$ cat config.mk
export PLATFORM = sky130hd
export DESIGN_NAME = slc_scale10
export DESIGN_NICKNAME = d
export VERILOG_FILES = /design/src/design/assert_macros.svh /design/src/design/slc_pkg.sv /design/src/design/slc_scale10.sv
export SDC_FILE = /design/constraint.sdc
export NUM_CORES = 2
export LEC_CHECK = 0
export BUFFER_PORTS_ARGS = -buffer_cell sky130_fd_sc_hd__buf_2
export CORE_MARGIN = 8
export CORE_UTILIZATION = 45
export DETAILED_ROUTE_END_ITERATION = 7
export GPL_TIMING_DRIVEN = 1
export PLACE_DENSITY = 0.69
export REMOVE_ABC_BUFFERS = 1
export SYNTH_ARGS = -nofsm -noshare
export SYNTH_HDL_FRONTEND = slang
export SYNTH_SLANG_ARGS = --single-unit
$ cat constraint.sdc
create_clock -name clk -period 14.4 [get_ports clk]
set_input_delay 1.44 -clock clk [delete_from_list [all_inputs] [get_ports clk]]
set_output_delay 1.44 -clock clk [all_outputs]
set_load 0.02 [all_outputs]
$ cat src/design/assert_macros.svh
// Assertion macros for the converter RTL.
// Included by files that carry concurrent checks; no other dependencies.
`ifndef ASSERT_MACROS_SVH
`define ASSERT_MACROS_SVH

// Same-cycle implication, disabled while reset is asserted.
`define SLC_ASSERT_IMPLIES(lbl, clk, rst_n, ante, cons, msg) \
	lbl: assert property (@(posedge clk) disable iff (!rst_n) (ante) |-> (cons)) \
		else $error(msg);

// Next-cycle implication, disabled while reset is asserted.
`define SLC_ASSERT_NEXT(lbl, clk, rst_n, ante, cons, msg) \
	lbl: assert property (@(posedge clk) disable iff (!rst_n) (ante) |=> (cons)) \
		else $error(msg);

`endif

$ cat src/design/slc_pkg.sv
// Constants, codes and helper functions for the linear sensor converter.
// No dependencies; imported by the interfaces and all converter modules.
package slc_pkg;

	localparam int MODE_W     = 2;
	localparam int SAMPLE_W   = 8;
	localparam int MASK_W     = 8;
	localparam int VALUE_W    = 64;
	localparam int GAIN_W     = 10;
	localparam int OFFS_W     = 10;
	localparam int EXP_W      = 4;
	localparam int CFG_IDX_W  = 3;
	localparam int CFG_DATA_W = 10;

	// 10^8 needs 27 bits; multiplying factors stop at 10^7 (24 bits)
	localparam int POW_W = 27;
	localparam int MUL_W = 24;

	localparam int PROD_W  = 18;   // M * raw
	localparam int P1000_W = 28;   // M * raw * 1000
	localparam int OFFB_W  = 20;   // B * 1000
	localparam int OFF_W   = 44;   // scaled offset
	localparam int ACC_W   = 45;   // sum before result scaling

	localparam logic [MODE_W-1:0] MODE_READING       = 2'd0;
	localparam logic [MODE_W-1:0] MODE_UPPER_CRIT    = 2'd1;
	localparam logic [MODE_W-1:0] MODE_UPPER_NONCRIT = 2'd2;

	localparam int CRIT_BIT    = 4;
	localparam int NONCRIT_BIT = 3;

	localparam logic [CFG_IDX_W-1:0] REG_GAIN_M        = 3'd0;
	localparam logic [CFG_IDX_W-1:0] REG_OFFSET_B      = 3'd1;
	localparam logic [CFG_IDX_W-1:0] REG_OFFSET_EXP    = 3'd2;
	localparam logic [CFG_IDX_W-1:0] REG_RESULT_EXP    = 3'd3;
	localparam logic [CFG_IDX_W-1:0] REG_HALVE_READING = 3'd4;

	function automatic logic [POW_W-1:0] pow10_f(input logic [EXP_W-1:0] e);
		logic [POW_W-1:0] p;
		unique case (e)
			4'd0: p = 27'd1;
			4'd1: p = 27'd10;
			4'd2: p = 27'd100;
			4'd3: p = 27'd1000;
			4'd4: p = 27'd10000;
			4'd5: p = 27'd100000;
			4'd6: p = 27'd1000000;
			4'd7: p = 27'd10000000;
			4'd8: p = 27'd100000000;
			default: p = 27'd1;
		endcase
		return p;
	endfunction

endpackage

$ cat src/design/slc_scale10.sv
// Pipelined signed scaling by a power of ten: restoring divide, then multiply.
// Depends on slc_pkg (pow10_f, widths); stalls on a shared enable.
module slc_scale10 #(
	parameter int IW = 20,
	parameter int OW = 44,
	parameter int SW = 1
) (
	input  logic                       clk,
	input  logic                       arst_n,
	input  logic                       en,
	input  logic                       in_valid,
	input  logic signed [IW-1:0]       x,
	input  logic [SW-1:0]              side_in,
	input  logic [slc_pkg::EXP_W-1:0]  exp_k,
	output logic                       out_valid,
	output logic [OW-1:0]              y,
	output logic [SW-1:0]              side_out
);
	import slc_pkg::*;

	localparam int BPS = 4;
	localparam int NS  = (IW + BPS - 1) / BPS;
	localparam int LO  = IW / 2;
	localparam int HI  = IW - LO;
	localparam int PW  = IW + MUL_W;
	localparam int XW  = (PW > OW) ? PW : OW;

	logic [EXP_W-1:0] div_e, mul_e;
	logic [POW_W-1:0] div_d_q;
	logic [MUL_W-1:0] mul_f_q;

	logic [NS:0]      dv_s;
	logic [POW_W-1:0] rem_s  [0:NS];
	logic [IW-1:0]    qd_s   [0:NS];
	logic             neg_s  [0:NS];
	logic [SW-1:0]    side_s [0:NS];

	logic              mv_s, pv_s, ov_s;
	logic [LO+MUL_W-1:0] pp_lo_s;
	logic [HI+MUL_W-1:0] pp_hi_s;
	logic              mneg_s, pneg_s;
	logic [SW-1:0]     mside_s, pside_s, oside_s;
	logic [OW-1:0]     prod_s, y_s;
	logic [XW-1:0]     full;

	always_comb begin
		if (exp_k[EXP_W-1]) begin
			div_e = EXP_W'(-exp_k);
			mul_e = '0;
		end else begin
			div_e = '0;
			mul_e = exp_k;
		end
	end

	always_ff @(posedge clk or negedge arst_n) begin
		if (!arst_n) begin
			div_d_q <= POW_W'(1);
			mul_f_q <= MUL_W'(1);
		end else begin
			div_d_q <= pow10_f(div_e);
			mul_f_q <= MUL_W'(pow10_f(mul_e));
		end
	end

	// magnitude and sign
	always_ff @(posedge clk or negedge arst_n) begin
		if (!arst_n) begin
			dv_s[0] <= 1'b0;
		end else if (en) begin
			dv_s[0] <= in_valid;
		end
	end

	always_ff @(posedge clk) begin
		if (en) begin
			qd_s[0]   <= x[IW-1] ? IW'(-x) : IW'(x);
			rem_s[0]  <= '0;
			neg_s[0]  <= x[IW-1];
			side_s[0] <= side_in;
		end
	end

	// restoring division, BPS quotient bits per stage
	for (genvar s = 1; s <= NS; s++) begin : g_div
		logic [POW_W-1:0] rem_n;
		logic [IW-1:0]    qd_n;

		always_comb begin
			logic [POW_W:0] t;
			rem_n = rem_s[s-1];
			qd_n  = qd_s[s-1];
			for (int b = 0; b < BPS; b++) begin
				if ((s - 1) * BPS + b < IW) begin
					t = {rem_n, qd_n[IW-1]};
					if (t >= {1'b0, div_d_q}) begin
						t    = t - {1'b0, div_d_q};
						qd_n = {qd_n[IW-2:0], 1'b1};
					end else begin
						qd_n = {qd_n[IW-2:0], 1'b0};
					end
					rem_n = t[POW_W-1:0];
				end
			end
		end

		always_ff @(posedge clk or negedge arst_n) begin
			if (!arst_n) begin
				dv_s[s] <= 1'b0;
			end else if (en) begin
				dv_s[s] <= dv_s[s-1];
			end
		end

		always_ff @(posedge clk) begin
			if (en) begin
				rem_s[s]  <= rem_n;
				qd_s[s]   <= qd_n;
				neg_s[s]  <= neg_s[s-1];
				side_s[s] <= side_s[s-1];
			end
		end
	end

	// split multiply, partial-product sum, sign
	assign full = (XW'(pp_hi_s) << LO) + XW'(pp_lo_s);

	always_ff @(posedge clk or negedge arst_n) begin
		if (!arst_n) begin
			mv_s <= 1'b0;
			pv_s <= 1'b0;
			ov_s <= 1'b0;
		end else if (en) begin
			mv_s <= dv_s[NS];
			pv_s <= mv_s;
			ov_s <= pv_s;
		end
	end

	always_ff @(posedge clk) begin
		if (en) begin
			pp_lo_s <= qd_s[NS][LO-1:0] * mul_f_q;
			pp_hi_s <= qd_s[NS][IW-1:LO] * mul_f_q;
			mneg_s  <= neg_s[NS];
			mside_s <= side_s[NS];
			prod_s  <= full[OW-1:0];
			pneg_s  <= mneg_s;
			pside_s <= mside_s;
			y_s     <= pneg_s ? OW'(-prod_s) : prod_s;
			oside_s <= pside_s;
		end
	end

	assign out_valid = ov_s;
	assign y         = y_s;
	assign side_out  = oside_s;

endmodule

==> flow_summary.ini <==
[status]
status = finished clean

[critical_path]
cp_common_cell = o21ai_0
cp.required_ps = 14920
slowest_stage = fa_1
critPathKind = reg2reg
worst-path-buf-inv = 5
max_stage_delay_ps = 450
critPathCaptureType = flop
cp_data_arrival_time_ps = 13890
cp-start-kind = flop
critPathTopFamily = compound AO/OA/AOI/OAI gates
crit_fanout = 36

[finish]
multi_input_area_sq_mm = 0.04024
final_cells = 8001
layout.nets = 7334
final_util_pct = 48.79
final-seq-area_sq_mm = 0.01317
nFillCells = 11668
layout-drive-gt1-share_pct = 6.935
syn_to_final_growth_pct = 7.789

[yosys]
synth-seq-cells = 446
synthArstFlopShare_pct = 10.09
netlist_area_sq_mm = 0.05596
synth_area_per_cell_sq_um = 8.940
synth_edf_count = 401
synthCells = 6260
yosys_warnings = 0
ys_types = 97
synthFlopType = edfxtp_1
ys_seq_area_share_pct = 23.53

[timing]
tightest_slew_ps = 1142
skew_ps = 65.75
rsz0062_at_grt = no
hold_violations = 0
drv_slew = 0
period_share_pct = 92.81
period_needed_ps = 13360
finalSetupViolCount = 0
maxSlewHeadroom_pct = 23.86
fmax_mhz = 74.82

[floorplanning]
die-height_um = 368.7
die-area_sq_mm = 0.1359
placementRows = 129
io_pins = 75
initial_core_util_pct = 45.26
core_sq_mm = 0.1236
die_w_um = 368.7

[clock_network]
cts_buffers = 55
cts.root.buffer_cell = clkbuf_16
clk_pin_slew_worst_paths_ps = 60
cts_buffer_depth = 3
clkSinkCount = 446
clk_latency_ps = 700
cts_tree = yes
h-tree-depth = 2
postCtsHoldBufs = 0

[flow_run]
drv_cap = 0

[route]
routed_wl_mm = 155.0
vias = 46668
post_drt_wl_per_cell_um = 19.38
firstDrtPassIters = 6
viasPerCell = 5.833
drc_errors = 0
drt_iter0_drc = 3719
antenna_left = 0

[place]
port_buffers = 74
gp_congestion = 0.9534
place_hpwl_mm = 121.0
dp.cells = 7893

[grt]
grt_use_total_pct = 22.00
antenna_found_initial = 10
grt_pass1_wl_mm = 245.0
grt-ovfl-total = 0
grt_pass1_vias = 45557
grt_start_max_net_pins = 85

[hold_path]
hold_path_class = reg2reg
==> state kept, by name (all words and copies together) (netlist names) <==
signal     flops
pside_s        1
rem_s        108
y             44
prod_s        44
pv_s           1
div_d_q       20
mneg_s         1
pp_lo_s       34
pneg_s         1
dv_s           6
side_out       1
mside_s        1
qd_s         120
neg_s          6
pp_hi_s       34
mv_s           1
out_valid      1
side_s         6
mul_f_q       16
==> synth_stat cells, types with 53 or more instances <==
library cell    n  area share (%)
nand3_1        90            0.80
ha_1          679              15
edfxtp_1      401              22
a21boi_0       53            0.71
fa_1          311              11
nand2_1       577             3.9
o21ai_0       402             3.6
nor2_1        408             2.7
nor3_1         84            0.75
nand4_1        76            0.85
o21a_1         63            0.85
nor2b_1        78            0.87
and2_1        217             2.4
xor2_1        142             2.2
inv_1         518             3.5
o21bai_1       56            0.75
o31ai_1        70            0.94
mux2_2         96             1.9
a21oi_1       491             4.4
a21o_1        198             2.7
nand2b_1       97             1.1
clkbuf_1      132            0.89
xnor2_1       358             5.6
==> cell usage in the layout, fill, tap and decap left out, types with 53 or more instances in the layout <==
cell type / Yosys / routed
ha_1: 679 / 679
nand2_1: 577 / 576
inv_1: 518 / 514
a21oi_1: 491 / 490
nor2_1: 408 / 407
edfxtp_1: 401 / 401
o21ai_0: 402 / 399
xnor2_1: 358 / 358
fa_1: 311 / 311
and2_1: 217 / 216
a21o_1: 198 / 198
xor2_1: 142 / 142
nand2b_1: 97 / 97
mux2_2: 96 / 96
nand3_1: 90 / 90
buf_4: 1 / 86
nor3_1: 84 / 84
nor2b_1: 78 / 78
nand4_1: 76 / 76
buf_2: 23 / 73
o31ai_1: 70 / 66
o21a_1: 63 / 63
o21bai_1: 56 / 55
clkbuf_16: 0 / 55
a21boi_0: 53 / 53
==> layout make-up <==
type / instances / area share [%]
antenna: 5 / 0.02074
clock buffer: 65 / 2.360
clock inverter: 36 / 0.6015
inverter: 525 / 3.279
multi-input combinational: 5122 / 66.72
sequential: 446 / 21.83
tap: 1637 / 3.395
timing repair buffer: 165 / 1.794
==> metal layers <==
layer / part of all wire [%] / up-vias / GRT usage (%)
met1: 43 / 22333 / 29.00
met4: 4.0 / 4 / 7.992
li1: - / 22455 / -
met3: 6.6 / 361 / 2.950
met2: 46 / 1515 / 36.90
met5: 0.014 / - / 0
==> cell families after synthesis <==
logic type | share of synthesized area (%)
xor gates and xnor gates | 7.825
adders and majority gates | 26.31
muxes | 2.750
DFF | 23.53
buffers and inverters | 4.738
and+or+nand+nor | 16.19
AOI/OAI and AO/OA | 18.65
==> per-stage QoR <==
| stage | setup TNS (ps) | hold WS (ps) | area, sq um | setup WS [ps] |
|---|---|---|---|---|
| floorplan | -122580 | 400.3 | 55280 | -2509 |
| global placement | 0 | 400.5 | 58420 | 886.6 |
| detailed placement | 0 | 404.5 | 58420 | 533.3 |
| CTS | 0 | 367.9 | 60210 | 471.7 |
| global route | 0 | 367.3 | 60310 | 12.00 |
| finish | 0 | 370.8 | 60320 | 1035 |
==> what timing repair did <==
action	4_1_cts	5_1_grt
setup endpoints to repair	0	75
hold endpoints to repair	0	0
setup buffers	0	1
resized for setup	0	26
==> worst register-to-register path, delay by kind of cell (launching register included) <==
family          cells  cell delay (ps)
mux                 1              370
flops               1              410
buf+inv             5             1220
simple gates       13             3310
compound gates     33             6580
fa+ha+maj           4             1310
==> final timing paths <==
check	start	to	slack, ps	cells past startpoint
max in group asynchronous	arst_n	div_d_q[5]$_DFF_PN0_	12700	1
min in group asynchronous	arst_n	mul_f_q[7]$_DFF_PN0_	960	1
min reg2reg	qd_s[3][12]$_DFFE_PP_	qd_s[4][16]$_DFFE_PP_	370	0
min	qd_s[3][12]$_DFFE_PP_	qd_s[4][16]$_DFFE_PP_	370	0
max reg2reg	div_d_q[24]$_DFF_PN0_	rem_s[2][19]$_DFFE_PP_	1040	56
max	div_d_q[24]$_DFF_PN0_	rem_s[2][19]$_DFFE_PP_	1040	56
Power is not shown: default switching activity piles up to over one toggle a cycle in this logic, so the estimate is an artifact.
